===== config.mk =====
export PLATFORM = sky130hd
export DESIGN_NAME = distance_amplitude_panner
export DESIGN_NICKNAME = d
export VERILOG_FILES = /design/src/hdl/dap_pkg.sv /design/src/hdl/dap_ctrl.sv /design/src/hdl/dap_datapath.sv /design/src/hdl/distance_amplitude_panner.sv
export SDC_FILE = /design/constraint.sdc
export NUM_CORES = 2
export LEC_CHECK = 0
export BUFFER_PORTS_ARGS = -buffer_cell sky130_fd_sc_hd__buf_4
export CORE_MARGIN = 4
export CORE_UTILIZATION = 65
export CTS_BUF_LIST = sky130_fd_sc_hd__clkbuf_8
export CTS_CLUSTER_DIAMETER = 150
export DETAILED_ROUTE_END_ITERATION = 8
export PLACE_DENSITY = 0.8
export SLEW_MARGIN = 20
export SYNTH_ARGS = -nofsm -noshare
export SYNTH_HDL_FRONTEND = slang
export SYNTH_HIERARCHICAL = 1
export SYNTH_SLANG_ARGS = --single-unit

===== constraint.sdc =====
create_clock -name clk -period 22.7 [get_ports clk]
set_clock_uncertainty 0.05 [all_clocks]
set_input_delay 2.27 -clock clk [delete_from_list [all_inputs] [get_ports clk]]
set_output_delay 2.27 -clock clk [all_outputs]
set_load 0.005 [all_outputs]

===== src/hdl/dap_pkg.sv =====
`timescale 1ns / 1ps
// ----------------------------------------------------------------------------
// dap_pkg: shared types and constants of the distance amplitude panner
// Command and status types between controller and datapath, register
// indexes, default parameters and the Q.30 root table of the exp2 stage.
// ----------------------------------------------------------------------------
package dap_pkg;

    localparam int DEF_MAX_SPEAKERS = 16;
    localparam int DEF_CHANNEL_BITS = 6;
    localparam int RESULT_LIMIT     = 16;

    localparam int IN_BYTES_W  = 152;
    localparam int OUT_BYTES_W = 64;

    // configuration register indexes
    localparam logic REG_FOCUS  = 1'b0;
    localparam logic REG_ACTIVE = 1'b1;

    localparam logic [15:0] FOCUS_RESET  = 16'd4096;
    localparam logic [4:0]  ACTIVE_RESET = 5'd16;

    typedef enum logic [4:0] {
        CMD_NONE,
        CMD_LOAD,
        CMD_START,
        CMD_READ,
        CMD_SQ,
        CMD_SQRT,
        CMD_DIV,
        CMD_LNORM,
        CMD_LMUL,
        CMD_LUPD,
        CMD_PMUL,
        CMD_PSPLIT,
        CMD_EMUL,
        CMD_EUPD,
        CMD_GAIN,
        CMD_CMUL,
        CMD_EMIT
    } dp_op_t;

    typedef struct packed {
        dp_op_t     op;
        logic [4:0] step;
        logic       last;
    } dp_cmd_t;

    typedef struct packed {
        logic out_full;
    } dp_stat_t;

    typedef enum logic [3:0] {
        ST_IDLE,
        ST_READ,
        ST_SQ,
        ST_SQRT,
        ST_DIV,
        ST_LNORM,
        ST_LMUL,
        ST_LUPD,
        ST_PMUL,
        ST_PSPLIT,
        ST_EMUL,
        ST_EUPD,
        ST_GAIN,
        ST_CMUL,
        ST_EMIT
    } dap_state_t;

    typedef logic [15:0][29:0] root_tab_t;

    // integer square root, elaboration only
    function automatic logic [63:0] isqrt64(input logic [63:0] v_in);
        logic [63:0] v;
        logic [63:0] r;
        logic [63:0] b;
        v = v_in;
        r = '0;
        b = 64'd1 << 62;
        for (int i = 0; i < 32; i++)
        begin
            if (v >= r + b)
            begin
                v = v - (r + b);
                r = (r >> 1) + b;
            end
            else
            begin
                r = r >> 1;
            end
            b = b >> 2;
        end
        return r;
    endfunction

    // root_k = 2^(-2^-k) in Q.30, entry k-1
    function automatic root_tab_t root_table();
        root_tab_t   t;
        logic [63:0] cur;
        cur  = isqrt64(64'd1 << 59);
        t[0] = cur[29:0];
        for (int k = 1; k < 16; k++)
        begin
            cur  = isqrt64(cur << 30);
            t[k] = cur[29:0];
        end
        return t;
    endfunction

    localparam root_tab_t EXP_ROOTS = root_table();

endpackage


===== src/hdl/dap_ctrl.sv =====
`timescale 1ns / 1ps
// ----------------------------------------------------------------------------
// dap_ctrl: sequencer of the panner
// Walks each render request through the speaker loop and steps the
// datapath through distance, reciprocal, log2, exp2 and product phases.
// ----------------------------------------------------------------------------
module dap_ctrl
    import dap_pkg::*;
#(
    parameter int MAX_SPEAKERS = DEF_MAX_SPEAKERS,
    localparam int SPK_AW = (MAX_SPEAKERS > 1) ? $clog2(MAX_SPEAKERS) : 1
)
(
    input  logic              clk,
    input  logic              rst_n,
    input  logic              in_valid,
    input  logic              in_op,
    output logic              in_ready,
    input  logic [4:0]        active,
    input  dp_stat_t          stat,
    output dp_cmd_t           cmd,
    output logic [SPK_AW-1:0] spk_addr
);

    localparam int CAP = (MAX_SPEAKERS < RESULT_LIMIT) ? MAX_SPEAKERS : RESULT_LIMIT;

    dap_state_t state_reg, state_next;
    logic [4:0] step_reg, step_next;
    logic [4:0] k_reg, k_next;
    logic [4:0] n_reg, n_next;
    logic [4:0] n_eff;
    logic       last;

    assign n_eff = (active > 5'(CAP)) ? 5'(CAP) : active;
    assign last  = (k_reg + 5'd1) == n_reg;

    // next state and counters
    always_comb
    begin
        state_next = state_reg;
        step_next  = step_reg + 5'd1;
        k_next     = k_reg;
        n_next     = n_reg;
        unique case (state_reg)
            ST_IDLE:
            begin
                step_next = '0;
                if (in_valid && in_op && (n_eff != 5'd0))
                begin
                    state_next = ST_READ;
                    k_next     = '0;
                    n_next     = n_eff;
                end
            end
            ST_READ:
            begin
                state_next = ST_SQ;
                step_next  = '0;
            end
            ST_SQ:
            begin
                if (step_reg == 5'd3)
                begin
                    state_next = ST_SQRT;
                    step_next  = '0;
                end
            end
            ST_SQRT:
            begin
                if (step_reg == 5'd17)
                begin
                    state_next = ST_DIV;
                    step_next  = '0;
                end
            end
            ST_DIV:
            begin
                if (step_reg == 5'd23)
                begin
                    state_next = ST_LNORM;
                    step_next  = '0;
                end
            end
            ST_LNORM:
            begin
                state_next = ST_LMUL;
                step_next  = '0;
            end
            ST_LMUL:
            begin
                state_next = ST_LUPD;
                step_next  = step_reg;
            end
            ST_LUPD:
            begin
                state_next = (step_reg == 5'd15) ? ST_PMUL : ST_LMUL;
            end
            ST_PMUL:
            begin
                state_next = ST_PSPLIT;
            end
            ST_PSPLIT:
            begin
                state_next = ST_EMUL;
                step_next  = '0;
            end
            ST_EMUL:
            begin
                state_next = ST_EUPD;
                step_next  = step_reg;
            end
            ST_EUPD:
            begin
                state_next = (step_reg == 5'd15) ? ST_GAIN : ST_EMUL;
            end
            ST_GAIN:
            begin
                state_next = ST_CMUL;
            end
            ST_CMUL:
            begin
                state_next = ST_EMIT;
            end
            ST_EMIT:
            begin
                if (!stat.out_full)
                begin
                    if (last)
                    begin
                        state_next = ST_IDLE;
                    end
                    else
                    begin
                        state_next = ST_READ;
                        k_next     = k_reg + 5'd1;
                    end
                end
            end
            default:
            begin
                state_next = ST_IDLE;
            end
        endcase
    end

    // commands to the datapath
    always_comb
    begin
        cmd.op   = CMD_NONE;
        cmd.step = step_reg;
        cmd.last = last;
        in_ready = 1'b0;
        unique case (state_reg)
            ST_IDLE:
            begin
                in_ready = 1'b1;
                if (in_valid)
                begin
                    cmd.op = in_op ? CMD_START : CMD_LOAD;
                end
            end
            ST_READ:   cmd.op = CMD_READ;
            ST_SQ:     cmd.op = CMD_SQ;
            ST_SQRT:   cmd.op = CMD_SQRT;
            ST_DIV:    cmd.op = CMD_DIV;
            ST_LNORM:  cmd.op = CMD_LNORM;
            ST_LMUL:   cmd.op = CMD_LMUL;
            ST_LUPD:   cmd.op = CMD_LUPD;
            ST_PMUL:   cmd.op = CMD_PMUL;
            ST_PSPLIT: cmd.op = CMD_PSPLIT;
            ST_EMUL:   cmd.op = CMD_EMUL;
            ST_EUPD:   cmd.op = CMD_EUPD;
            ST_GAIN:   cmd.op = CMD_GAIN;
            ST_CMUL:   cmd.op = CMD_CMUL;
            ST_EMIT:   cmd.op = CMD_EMIT;
            default:   cmd.op = CMD_NONE;
        endcase
    end

    assign spk_addr = SPK_AW'(k_reg);

    always_ff @(posedge clk or negedge rst_n)
    begin
        if (!rst_n)
        begin
            state_reg <= ST_IDLE;
            step_reg  <= '0;
            k_reg     <= '0;
            n_reg     <= '0;
        end
        else
        begin
            state_reg <= state_next;
            step_reg  <= step_next;
            k_reg     <= k_next;
            n_reg     <= n_next;
        end
    end

endmodule


===== src/hdl/dap_datapath.sv =====
`timescale 1ns / 1ps
// ----------------------------------------------------------------------------
// dap_datapath: arithmetic and storage of the panner
// Speaker table, one shared 32x32 multiplier, bit-serial square root and
// divider, log2/exp2 registers and the result output register.
// ----------------------------------------------------------------------------
module dap_datapath
    import dap_pkg::*;
#(
    parameter int MAX_SPEAKERS = DEF_MAX_SPEAKERS,
    parameter int CHANNEL_BITS = DEF_CHANNEL_BITS,
    localparam int SPK_AW = (MAX_SPEAKERS > 1) ? $clog2(MAX_SPEAKERS) : 1
)
(
    input  logic                  clk,
    input  logic                  rst_n,
    input  dp_cmd_t               cmd,
    input  logic [SPK_AW-1:0]     spk_addr,
    input  logic [IN_BYTES_W-1:0] in_data,
    input  logic [15:0]           focus,
    output dp_stat_t              stat,
    output logic                  m_tvalid,
    input  logic                  m_tready,
    output logic [OUT_BYTES_W-1:0] m_tdata,
    output logic                  m_tlast
);

    // request fields
    logic [15:0] src_x, src_y, src_z, frame_in, sx, sy, sz;
    logic [23:0] audio;
    logic [3:0]  spk_index;
    logic [5:0]  spk_channel;

    assign src_x       = in_data[15:0];
    assign src_y       = in_data[31:16];
    assign src_z       = in_data[47:32];
    assign audio       = in_data[71:48];
    assign frame_in    = in_data[87:72];
    assign spk_index   = in_data[91:88];
    assign sx          = in_data[107:92];
    assign sy          = in_data[123:108];
    assign sz          = in_data[139:124];
    assign spk_channel = in_data[145:140];

    // speaker table
    logic [47:0]             pos_mem   [MAX_SPEAKERS];
    logic [CHANNEL_BITS-1:0] route_mem [MAX_SPEAKERS];
    logic [47:0]             pos_rd_reg;
    logic [CHANNEL_BITS-1:0] route_rd_reg;
    logic                    wr_en;

    assign wr_en = (cmd.op == CMD_LOAD) && (32'(spk_index) < MAX_SPEAKERS);

    always_ff @(posedge clk)
    begin
        if (wr_en)
        begin
            pos_mem[SPK_AW'(spk_index)]   <= {sz, sy, sx};
            route_mem[SPK_AW'(spk_index)] <= CHANNEL_BITS'(spk_channel);
        end
        if (cmd.op == CMD_READ)
        begin
            pos_rd_reg   <= pos_mem[spk_addr];
            route_rd_reg <= route_mem[spk_addr];
        end
    end

    // working registers
    logic signed [16:0] rx_reg, ry_reg, rz_reg;
    logic        [23:0] samp_abs_reg;
    logic               samp_neg_reg;
    logic        [15:0] frame_reg;
    logic        [63:0] prod_reg;
    logic        [34:0] acc_reg;
    logic        [35:0] rem_reg, root_reg;
    logic        [18:0] div_rem_reg;
    logic        [23:0] quo_reg;
    logic        [3:0]  e_reg, nexp_reg;
    logic        [15:0] frac_reg;
    logic        [31:0] x_reg;
    logic               big_reg;
    logic        [30:0] y_reg;
    logic        [15:0] gain_reg;
    logic               out_valid_reg;
    logic               out_last_reg;
    logic [OUT_BYTES_W-1:0] out_data_reg;

    // squared-distance component
    logic signed [17:0] diff;
    logic        [16:0] diff_abs;
    always_comb
    begin
        case (cmd.step[1:0])
            2'd0:    diff = 18'(rx_reg) - 18'($signed(pos_rd_reg[15:0]));
            2'd1:    diff = 18'(ry_reg) - 18'($signed(pos_rd_reg[31:16]));
            default: diff = 18'(rz_reg) - 18'($signed(pos_rd_reg[47:32]));
        endcase
        diff_abs = diff[17] ? 17'(-diff) : diff[16:0];
    end

    // square root step, two bits per cycle
    logic [35:0] rem_cur, root_cur, bitv, trial;
    logic        sq_ge;
    assign rem_cur  = (cmd.step == 5'd0) ? 36'(acc_reg) : rem_reg;
    assign root_cur = (cmd.step == 5'd0) ? '0 : root_reg;
    assign bitv     = 36'd1 << (6'd34 - {cmd.step, 1'b0});
    assign trial    = root_cur + bitv;
    assign sq_ge    = rem_cur >= trial;

    // restoring divide of 2^23 by 256 + d
    logic [17:0] divisor;
    logic [18:0] div_sh;
    logic        div_ge;
    assign divisor = 18'd256 + root_reg[17:0];
    assign div_sh  = {((cmd.step == 5'd0) ? 18'd0 : div_rem_reg[17:0]), (cmd.step == 5'd0)};
    assign div_ge  = div_sh >= 19'(divisor);

    // normalise g for log2
    logic [15:0] g_clip;
    logic [3:0]  lead;
    always_comb
    begin
        if (quo_reg == 24'd0)
        begin
            g_clip = 16'd1;
        end
        else if (quo_reg > 24'd32768)
        begin
            g_clip = 16'h8000;
        end
        else
        begin
            g_clip = quo_reg[15:0];
        end
        lead = '0;
        for (int i = 0; i < 16; i++)
        begin
            if (g_clip[i])
            begin
                lead = 4'(i);
            end
        end
    end

    logic [31:0] xs;
    logic [19:0] l_val;
    logic [23:0] p_val;
    logic [30:0] root_sel;
    logic [23:0] mag;
    assign xs       = prod_reg[61:30];
    assign l_val    = {4'd15, 16'd0} - {e_reg, frac_reg};
    assign p_val    = prod_reg[35:12];
    assign root_sel = frac_reg[4'd15 - cmd.step[3:0]] ? 31'(EXP_ROOTS[cmd.step[3:0]])
                                                      : (31'd1 << 30);
    assign mag      = prod_reg[38:15];

    // shared multiplier operands
    logic [31:0] mul_a, mul_b;
    always_comb
    begin
        case (cmd.op)
            CMD_SQ:
            begin
                mul_a = 32'(diff_abs);
                mul_b = 32'(diff_abs);
            end
            CMD_LMUL:
            begin
                mul_a = x_reg;
                mul_b = x_reg;
            end
            CMD_PMUL:
            begin
                mul_a = 32'(focus);
                mul_b = 32'(l_val);
            end
            CMD_EMUL:
            begin
                mul_a = 32'(y_reg);
                mul_b = 32'(root_sel);
            end
            default:
            begin
                mul_a = 32'(samp_abs_reg);
                mul_b = 32'(gain_reg);
            end
        endcase
    end

    logic out_load;
    assign stat.out_full = out_valid_reg && !m_tready;
    assign out_load      = (cmd.op == CMD_EMIT) && !stat.out_full;

    // datapath registers
    always_ff @(posedge clk)
    begin
        case (cmd.op)
            CMD_START:
            begin
                rx_reg       <= 17'($signed(src_x));
                ry_reg       <= 17'sd0 - 17'($signed(src_z));
                rz_reg       <= 17'($signed(src_y));
                samp_neg_reg <= audio[23];
                samp_abs_reg <= audio[23] ? (24'd0 - audio) : audio;
                frame_reg    <= frame_in;
            end
            CMD_SQ:
            begin
                if (cmd.step != 5'd3)
                begin
                    prod_reg <= 64'(mul_a) * 64'(mul_b);
                end
                acc_reg <= (cmd.step == 5'd0) ? '0 : acc_reg + prod_reg[34:0];
            end
            CMD_SQRT:
            begin
                if (sq_ge)
                begin
                    rem_reg  <= rem_cur - trial;
                    root_reg <= (root_cur >> 1) + bitv;
                end
                else
                begin
                    rem_reg  <= rem_cur;
                    root_reg <= root_cur >> 1;
                end
            end
            CMD_DIV:
            begin
                div_rem_reg <= div_ge ? (div_sh - 19'(divisor)) : div_sh;
                quo_reg     <= {quo_reg[22:0], div_ge};
            end
            CMD_LNORM:
            begin
                e_reg <= lead;
                x_reg <= 32'(g_clip) << (5'd30 - 5'(lead));
            end
            CMD_LMUL, CMD_PMUL, CMD_EMUL, CMD_CMUL:
            begin
                prod_reg <= 64'(mul_a) * 64'(mul_b);
            end
            CMD_LUPD:
            begin
                x_reg    <= xs[31] ? {1'b0, xs[31:1]} : xs;
                frac_reg <= {frac_reg[14:0], xs[31]};
            end
            CMD_PSPLIT:
            begin
                big_reg  <= |p_val[23:20];
                nexp_reg <= p_val[19:16];
                frac_reg <= p_val[15:0];
                y_reg    <= 31'd1 << 30;
            end
            CMD_EUPD:
            begin
                y_reg <= prod_reg[60:30];
            end
            CMD_GAIN:
            begin
                gain_reg <= big_reg ? 16'd0 : 16'(y_reg >> (5'd15 + 5'(nexp_reg)));
            end
            default:
            begin
            end
        endcase
        if (out_load)
        begin
            out_data_reg <= {2'b00,
                             samp_neg_reg ? (24'd0 - mag) : mag,
                             gain_reg,
                             frame_reg,
                             6'(route_rd_reg)};
            out_last_reg <= cmd.last;
        end
    end

    // output register valid
    always_ff @(posedge clk or negedge rst_n)
    begin
        if (!rst_n)
        begin
            out_valid_reg <= 1'b0;
        end
        else if (out_load)
        begin
            out_valid_reg <= 1'b1;
        end
        else if (m_tready)
        begin
            out_valid_reg <= 1'b0;
        end
    end

    assign m_tvalid = out_valid_reg;
    assign m_tdata  = out_data_reg;
    assign m_tlast  = out_last_reg;

endmodule


===== src/hdl/distance_amplitude_panner.sv =====
`timescale 1ns / 1ps
// ----------------------------------------------------------------------------
// distance_amplitude_panner: distance-based amplitude panning
// Input stream s_*: tuser selects a speaker load (0) or a sample render (1).
// A load writes one speaker table entry and gives no result. A render gives
// one result per active speaker (active count capped at MAX_SPEAKERS and 16)
// on m_*, tlast on the final one, each with channel, frame, gain
// (1/(1+d/256))^focus and gain*sample. Per speaker the sequencer steps
// through read, squares, square root, divide, log2, power and product
// phases, then emits the result, waiting out any output stall; the shared
// 32x32 multiplier and serial units are used in turn. A new request is
// taken only once the last result of a render sits in the output register.
// The output register holds a result until m_tready; while it is full the
// sequencer waits before loading the next speaker's result.
// Reset clears control, focus to 1.0 and the active count to 16; the
// speaker table holds nothing valid until loaded.
// Configuration: cfg_we, cfg_index (0 focus, 1 active count), cfg_data.
// ----------------------------------------------------------------------------
module distance_amplitude_panner
    import dap_pkg::*;
#(
    parameter int MAX_SPEAKERS = DEF_MAX_SPEAKERS,
    parameter int CHANNEL_BITS = DEF_CHANNEL_BITS
)
(
    input  logic                   clk,
    input  logic                   rst_n,
    input  logic                   s_tvalid,
    output logic                   s_tready,
    // src_x, src_y, src_z, audio_in, frame_number, spk_index,
    // spk_x, spk_y, spk_z, spk_channel, zero fill
    input  logic [IN_BYTES_W-1:0]  s_tdata,
    input  logic                   s_tuser,   // op
    output logic                   m_tvalid,
    input  logic                   m_tready,
    // out_channel, out_frame, speaker_gain, contribution, zero fill
    output logic [OUT_BYTES_W-1:0] m_tdata,
    output logic                   m_tlast,   // last_speaker
    input  logic                   cfg_we,
    input  logic                   cfg_index,
    input  logic [15:0]            cfg_data
);

    localparam int SPK_AW = (MAX_SPEAKERS > 1) ? $clog2(MAX_SPEAKERS) : 1;

    logic [15:0]       focus_reg;
    logic [4:0]        active_reg;
    dp_cmd_t           cmd;
    dp_stat_t          stat;
    logic [SPK_AW-1:0] spk_addr;

    // configuration registers
    always_ff @(posedge clk or negedge rst_n)
    begin
        if (!rst_n)
        begin
            focus_reg  <= FOCUS_RESET;
            active_reg <= ACTIVE_RESET;
        end
        else if (cfg_we)
        begin
            unique case (cfg_index)
                REG_FOCUS:  focus_reg  <= cfg_data;
                REG_ACTIVE: active_reg <= cfg_data[4:0];
                default:    focus_reg  <= focus_reg;
            endcase
        end
    end

    dap_ctrl #(
        .MAX_SPEAKERS (MAX_SPEAKERS)
    ) u_ctrl (
        .clk      (clk),
        .rst_n    (rst_n),
        .in_valid (s_tvalid),
        .in_op    (s_tuser),
        .in_ready (s_tready),
        .active   (active_reg),
        .stat     (stat),
        .cmd      (cmd),
        .spk_addr (spk_addr)
    );

    dap_datapath #(
        .MAX_SPEAKERS (MAX_SPEAKERS),
        .CHANNEL_BITS (CHANNEL_BITS)
    ) u_datapath (
        .clk      (clk),
        .rst_n    (rst_n),
        .cmd      (cmd),
        .spk_addr (spk_addr),
        .in_data  (s_tdata),
        .focus    (focus_reg),
        .stat     (stat),
        .m_tvalid (m_tvalid),
        .m_tready (m_tready),
        .m_tdata  (m_tdata),
        .m_tlast  (m_tlast)
    );

endmodule


Word level (Yosys, flattened, before mapping)
Memories as Yosys holds them, arrays and structs flattened. A register that Yosys moved wholly into a read port is not among the register bits.
Cells that the tools add are included.
Widths: inputs -> output; s select.
{"block": "op_classes", "add_sub_neg": 20, "mul": 1, "n_div": 0, "n_lt_le_gt_ge": 6, "n_eq_ne": 44, "shifts": 3, "muxes": 65, "bitwise_logic": 1, "reduce_logical": 27}
{"op": "$pmux 32 s4", "count": 2}
{"op": "$pmux 62 s2", "count": 1}
{"op": "$mux 36", "count": 3}
{"op": "$pmux 5 s15", "count": 1}
{"op": "$pmux 32 s2", "count": 1}
{"op": "$mul 32x32->62", "count": 1}
{"op": "$mux 31", "count": 2}
{"op": "$mux 62", "count": 1}
{"op": "$pmux 31 s2", "count": 1}
{"op": "$pmux 4 s15", "count": 1}
{"op": "$mux 4", "count": 14}
{"op": "$sub 1x24->24 const A", "count": 2}
{"op": "$eq 5x4->1 const B", "count": 9}
{"op": "$mux 5", "count": 8}
{"op": "$add 35x36->36", "count": 1}
{"op": "$add 36x36->36", "count": 1}
{"op": "$ge 36x36->1", "count": 1}
{"op": "$mux 18", "count": 2}
{"op": "$pmux 18 s2", "count": 1}
{"op": "$shl 1x6->36 const A", "count": 1}
{"op": "$sub 36x36->36", "count": 1}
{"op": "$add 35x35->35", "count": 1}
{"op": "$mux 35", "count": 1}
{"op": "$sub 16x16->17", "count": 2}
{"op": "other kinds (56)", "count": 108}
{"block": "word_totals", "regBits": 509, "latchBits": 0, "ramBits": 864, "mem_bits_ro": 480, "inputBits": 175, "output_inout_bits": 67, "elab_cells": 200, "mem_count": 3}
{"memory": "u_datapath.pos_mem", "depth": 16, "width": 48, "read_ports": 1, "rd_clocked_by_memory_dff": 1, "write_ports": 1, "line_no": "dap_datapath.sv:46", "rtl": "logic [47:0] pos_mem [MAX_SPEAKERS];"}
{"memory": "(no name shown)", "depth": 16, "width": 30, "read_ports": 1, "rd_clocked_by_memory_dff": 0, "write_ports": 0, "line_no": "dap_datapath.sv:153", "rtl": "assign root_sel = frac_reg[4'd15 - cmd.step[3:0]] ? 31'(EXP_ROOTS[cmd.step[3:0]])"}
{"memory": "u_datapath.route_mem", "depth": 16, "width": 6, "read_ports": 1, "rd_clocked_by_memory_dff": 1, "write_ports": 1, "line_no": "dap_datapath.sv:47", "rtl": "logic [CHANNEL_BITS-1:0] route_mem [MAX_SPEAKERS];"}

Depth between registers and ports, before layout
{"block": "depth", "ltp_word": 21, "mapped_depth": 46, "ltp_nobuf": 43}

Cells and area by module
Netlist, hierarchy kept.
{"module": "dap_datapath", "instances": 1, "cells_each": 8315, "area_each_um2": 98552.0, "seq_area_each_um2": 41644.9}
{"module": "dap_ctrl", "instances": 1, "cells_each": 156, "area_each_um2": 1386.3, "seq_area_each_um2": 475.5}
{"module": "distance_amplitude_panner", "instances": 1, "cells_each": 46, "area_each_um2": 850.8, "seq_area_each_um2": 528.0}

Least setup slack after synthesis
OpenSTA, ideal clock, no wires.
{"block": "synth_path", "path_kind": "input -> register", "from": "in s_tvalid", "to": "reg u_datapath.prod_reg[58] (data pin)", "setup_time_ps": 262, "arrival_time_ps": 12308, "t_required_ps": 22388, "path_slack_ps": 10080, "cell_stages": 35, "n_path_buf": 3, "path_cell_list": "a31oi_1 -> o21ai_0 -> or3_1 -> clkbuf_1 -> clkinv_1 -> clkbuf_1 -> a32oi_1 -> nand3_1 -> clkbuf_1 -> nand2_1 -> fa_1 -> inv_1 -> fa_1 -> fa_1 -> inv_1 -> fa_1 -> inv_1 -> fa_1 -> fa_1 -> fa_1 -> inv_1 -> fa_1 -> inv_1 -> ha_1 -> and4_1 -> a21oi_1 -> o211ai_1 -> a221o_1 -> a41o_1 -> o41ai_1 -> o21ai_0 -> a31oi_1 -> o21ai_0 -> a211oi_1 -> xnor2_1"}
{"element": "start: declaration", "line_no": "distance_amplitude_panner.sv:28", "rtl": "input logic s_tvalid,"}
{"element": "end signal: assignment", "line_no": "dap_datapath.sv:211", "rtl": "prod_reg <= 64'(mul_a) * 64'(mul_b);"}
{"element": "end signal: assignment", "line_no": "dap_datapath.sv:240", "rtl": "prod_reg <= 64'(mul_a) * 64'(mul_b);"}
{"element": "end: declaration", "line_no": "dap_datapath.sv:73", "rtl": "logic [63:0] prod_reg;"}

Worst setup path in the final report
{"block": "layout_path", "from": "reg u_ctrl.step_reg[1]", "to": "reg u_datapath.prod_reg[54] (data pin)"}
{"block": "layout_via", "elab_chain_cells": 8, "elab_cells_between_ends": 16, "classes_between": "add/sub (2); mul (1); eq/ne (1); mux (10); reduce/logical (1); memory (1)"}
{"element": "start: declaration", "line_no": "dap_ctrl.sv:28", "rtl": "logic [4:0] step_reg, step_next;"}
{"element": "start signal: assignment", "line_no": "dap_ctrl.sv:194", "rtl": "step_reg <= step_next;"}
{"element": "$eq 2x1->1, or another cell as far along", "line_no": "dap_datapath.sv:93", "rtl": "case (cmd.step[1:0])"}
{"element": "$pmux 18 s2 / $bmux 1 s4 (equally long branches)", "line_no": "dap_datapath.sv:93, dap_datapath.sv:153"}
{"element": "$neg 17->17 / $mux 1 (equally long branches)", "line_no": "dap_datapath.sv:98, dap_datapath.sv:153"}
{"element": "$mux 17 / $mux 31 (equally long branches)", "line_no": "dap_datapath.sv:98, dap_datapath.sv:153"}
{"element": "$pmux 32 s4", "line_no": "dap_datapath.sv:161", "rtl": "case (cmd.op)"}
{"element": "$mul 32x32->62 *", "line_no": "dap_datapath.sv:211, dap_datapath.sv:240"}
{"element": "$mux 62", "line_no": "dap_datapath.sv:209", "rtl": "if (cmd.step != 5'd3)"}
{"element": "$pmux 62 s2 *", "line_no": "dap_datapath.sv:197", "rtl": "case (cmd.op)"}
Every way passes the cells marked *; elsewhere a longest branch is shown, timed or not. The select of a mux whose other input is x is not followed.
A chain may end at the register's enable or synchronous reset.

==> key figures <==
Synthesis
  – Unique masters post-synth: roughly 130
  – Async set or reset register ratio after synthesis: 2.873%
  – Sequential-to-total area share from yosys stat: between 40% and 50%
  – Synth Instances: around 8500
  – Yosys reg bits: ~1400
  – Number of synthesis warnings: 6
  – Syn Std Cell Area: 100800 µm²
  – Count of flip-flops with a built-in enable after synthesis: between 1000 and 1500
  – Average cell area after synthesis: roughly 12 µm²
  – Primary FF master, synth: edfxtp_1

STA
  – Worst slew pin tran: 1.317 ns
  – Post-layout worst setup margin: roughly 7.5 ns
  – Unrepaired setup endpoints after global routing: no
  – Final Cycle Share: about two thirds
  – Maximum clock frequency: between 60 and 70 MHz
  – Summed negative setup slack over all endpoints: 0 ns
  – Final hold violations: 0
  – Time the worst path needs with I/O delays and setup: about 15 ns
  – Pins Over Slew Limit: 0
  – Final setup violation count: 0
  – Relative slew slack: between 10 and 15%

Layout
  – Count of non-filler cells in the finished layout: 11012
  – Largest registers: u_datapath/pos_mem: 768 flops, u_datapath/route_mem: 96 flops
  – Filler cell count: roughly 11000
  – Largest register FFs: 768
  – Net count of the finished layout: 10280
  – Area of the multi-input gates: between 50000 and 60000 µm²
  – Layout cell share with drive strength beyond 1: 12.90%
  – Reg area: around 43000 µm²
  – Register with the highest flop count: u_datapath/pos_mem
  – Synth-to-layout area growth: 8.574%

Clock network
  – Post CTS Setup Buffer Count: 0
  – Clock latency reported for the late side of the worst-skew pair: 1.00 ns
  – Number of gates resized after CTS: 0
  – Sink Count: approximately 1400
  – Number of buffers inserted during clock tree synthesis: 222
  – Clock tree from TritonCTS: built
  – CTS clock-pin slew for the worst setup and hold paths: about 0.060 ns
  – Root Driver: clkbuf_8
  – Cts hold-fix bufs: 0
  – Maximum root-to-sink buffer count: 3
  – Maximum level of the CTS H-tree: 4

Power and ir drop
  – Power density over the cells: about 47 nW/µm²
  – Highest ir drop seen on vdd: about 0.09 mV
  – Switching share of power: approximately 22%
  – Pleak: 0.04479 µW
  – Flop pwr share: 56.4%
  – Net switching power: 1149 µW
  – Clock network power share: about two fifths
  – Internal power component: roughly 4000 µW
  – Share of power burned in combinational logic: roughly 1.5%

Global routing
  – Pin count of the biggest net entering global routing: between 100 and 150
  – Vias in the first global route: 72842
  – Number of antenna violations at the first check in global routing: 29
  – Wire length of the first global-routing pass: between 400 and 500 mm
  – Overflow left after global routing: 0
  – Global-route usage over all layers: 39.17%

Setup path
  – Kind of critical path: register to register
  – Worst setup EP type: register
  – Max stage delay on crit path: about 1.2 ns
  – Critical path startpoint category: register
  – R2r setup slk: 7.53 ns
  – Critical Path Most Common Cell: fa_1
  – Signal arrival time at the worst endpoint: 15.82 ns
  – Highest fanout seen on the critical path: 21
  – Data required, critical path: roughly 23 ns
  – Critical-path cell with the highest stage delay: nand3_1

Hold path
  – Class of the most critical hold timing path: register to register

Route
  – First-pass iteration count of the detailed router: 8
  – Number of nets still failing antenna checks after routing: 0
  – Vias after detailed routing: 71919
  – DRC violations left: 0
  – Post-detailed-routing wire length: around 320 mm
  – Drt first-iter violations: 8715
  – Wire length per cell: about 29 µm
  – Detailed-route vias per instance: approximately 6.5

Placement
  – Inst Count DP: roughly 11000
  – Count of buffers inserted at the top-level ports: 233
  – GP Congestion: 1.009
  – DPL Wire Length: between 200 and 250 mm
  – Setup WS pre-CTS: 7.312 ns

Floorplan
  – Io pins: around 240
  – Die area: roughly 160000 µm²
  – Floorplan core area: roughly 150000 µm²
  – Die height: 401.8 µm
  – Number of cell rows: about 140
  – Effective utilization at floorplan: between 60% and 70%
  – Die width: 401.8 µm

Run
  – Number of max-cap violations: 0

Status
  – Status: completed
==> power groups by stage <==
stage	logic, µW	clock network (µW)	registers (µW)
floorplan	17.7	0	2940
global placement	71.3	0	2940
detailed placement	75.9	0	2940
CTS	77.1	2170	2890
global route	83.3	2310	2880
finish	78.4	2150	2890
==> logic make-up (layout without fill, tap and decap cells) <==
logic type	Yosys count	in the layout	synth area share (%)
xor+xnor	294	294	2.562
buf+inv	1526	1954	5.894
mux	444	444	8.023
other cells	1	24	0.003721
compound gates	1100	1100	7.316
simple gates	2381	2381	10.49
flops	1427	1427	42.31
fa+ha+maj	1344	1344	23.40
==> area by class of cell <==
type                    count  share of cell area (%)
inverters                1174                   4.027
multi-input cells        5565                   48.03
clock buffers             227                   2.855
clock inverters           182                   1.141
well taps                2044                   2.337
diodes                     22                 0.05031
flip-flops and latches   1427                   38.99
repair buffers            371                   2.573
==> layer usage <==
metal / global-route usage (%) / part of all wire (%) / up-vias
li1: - / - / 29898
met1: 50.28 / 34 / 35740
met2: 61.07 / 46 / 5059
met3: 10.06 / 12 / 1204
met4: 22.89 / 7.3 / 18
met5: 0 / 0.038 / -
==> through the flow <==
step / hold slack, ns / util (%) / area (µm²) / power [µW]
2_1_floorplan: 0.3503 / - / 100800 / 2957
6_report: 0.3710 / 71.04 / 109400 / 5114
3_3_place_gp: 0.3509 / 68.13 / 104900 / 3013
3_5_place_dp: 0.3545 / 68.13 / 104900 / 3017
4_1_cts: 0.3688 / 70.97 / 109300 / 5134
5_1_grt: 0.3722 / 71.02 / 109400 / 5274
==> worst max-delay path: cells and delay by family, from the launching register on <==
| kind | cells | cell delay (ns) |
|---|---|---|
| AOI/OAI and AO/OA | 7 | 3.10 |
| xor gates and xnor gates | 1 | 0.17 |
| adders and majority gates | 10 | 4.94 |
| buffers and inverters | 9 | 1.36 |
| DFF | 1 | 0.84 |
| and+or+nand+nor | 11 | 4.40 |
==> cells in the mapped netlist, types with 67 or more instances <==
cell,n,area [µm²]
inv_1,1169,4388
nor2_1,717,2691
xnor2_1,208,1822
a21o_1,98,735.7
mux4_2,279,6284
clkbuf_1,267,1002
mux2i_1,76,760.7
ha_1,443,5543
nand2_1,979,3675
nand2b_1,67,419.2
and2_1,118,738.2
fa_1,901,18040
o21ai_0,218,1091
edfxtp_1,1386,41620
a21oi_1,263,1316
nand3_1,90,450.4
xor2_1,85,744.5
nor3_1,111,555.5
mux2_2,78,878.3
==> worst paths after layout <==
| path | endpoint | cells after the start | from |
|---|---|---|---|
| min in group asynchronous | focus_reg[5] | 1 | rst_n |
| setup reg to reg | u_datapath/prod_reg[54] | 38 | u_ctrl/step_reg[1] |
| max in group asynchronous | u_ctrl/k_reg[0] | 1 | rst_n |
| hold reg to reg | u_datapath/m_tdata[14] | 0 | u_datapath/frame_reg[8] |
| hold / removal | u_datapath/m_tdata[14] | 0 | u_datapath/frame_reg[8] |
| setup / recovery | u_datapath/prod_reg[54] | 38 | u_ctrl/step_reg[1] |
==> cells in the final DEF (no fill, tap or decap), types with 27 or more instances in the layout <==
| master | n |
|---|---|
| buf_4 | 368 |
| o21ai_0 | 212 |
| fa_1 | 901 |
| nand2b_1 | 67 |
| nand3_1 | 89 |
| nor2b_1 | 44 |
| mux2_2 | 78 |
| o21bai_1 | 32 |
| nand4_1 | 42 |
| o211ai_1 | 27 |
| edfxtp_1 | 1386 |
| o21a_1 | 47 |
| clkinv_1 | 68 |
| mux4_2 | 279 |
| mux2i_1 | 76 |
| xor2_1 | 85 |
| inv_1 | 1235 |
| xnor2_1 | 208 |
| and2_1 | 117 |
| clkbuf_8 | 227 |
| and3_1 | 43 |
| a22oi_1 | 29 |
| a21oi_1 | 261 |
| a211oi_1 | 50 |
| dfrtp_1 | 35 |
| nand2_1 | 977 |
| o31ai_1 | 29 |
| or3_1 | 50 |
| nor3_1 | 105 |
| ha_1 | 443 |
| nor2_1 | 696 |
| a21o_1 | 98 |
| a31oi_1 | 53 |
No activity file was read; power rests on OpenSTA's default activity.
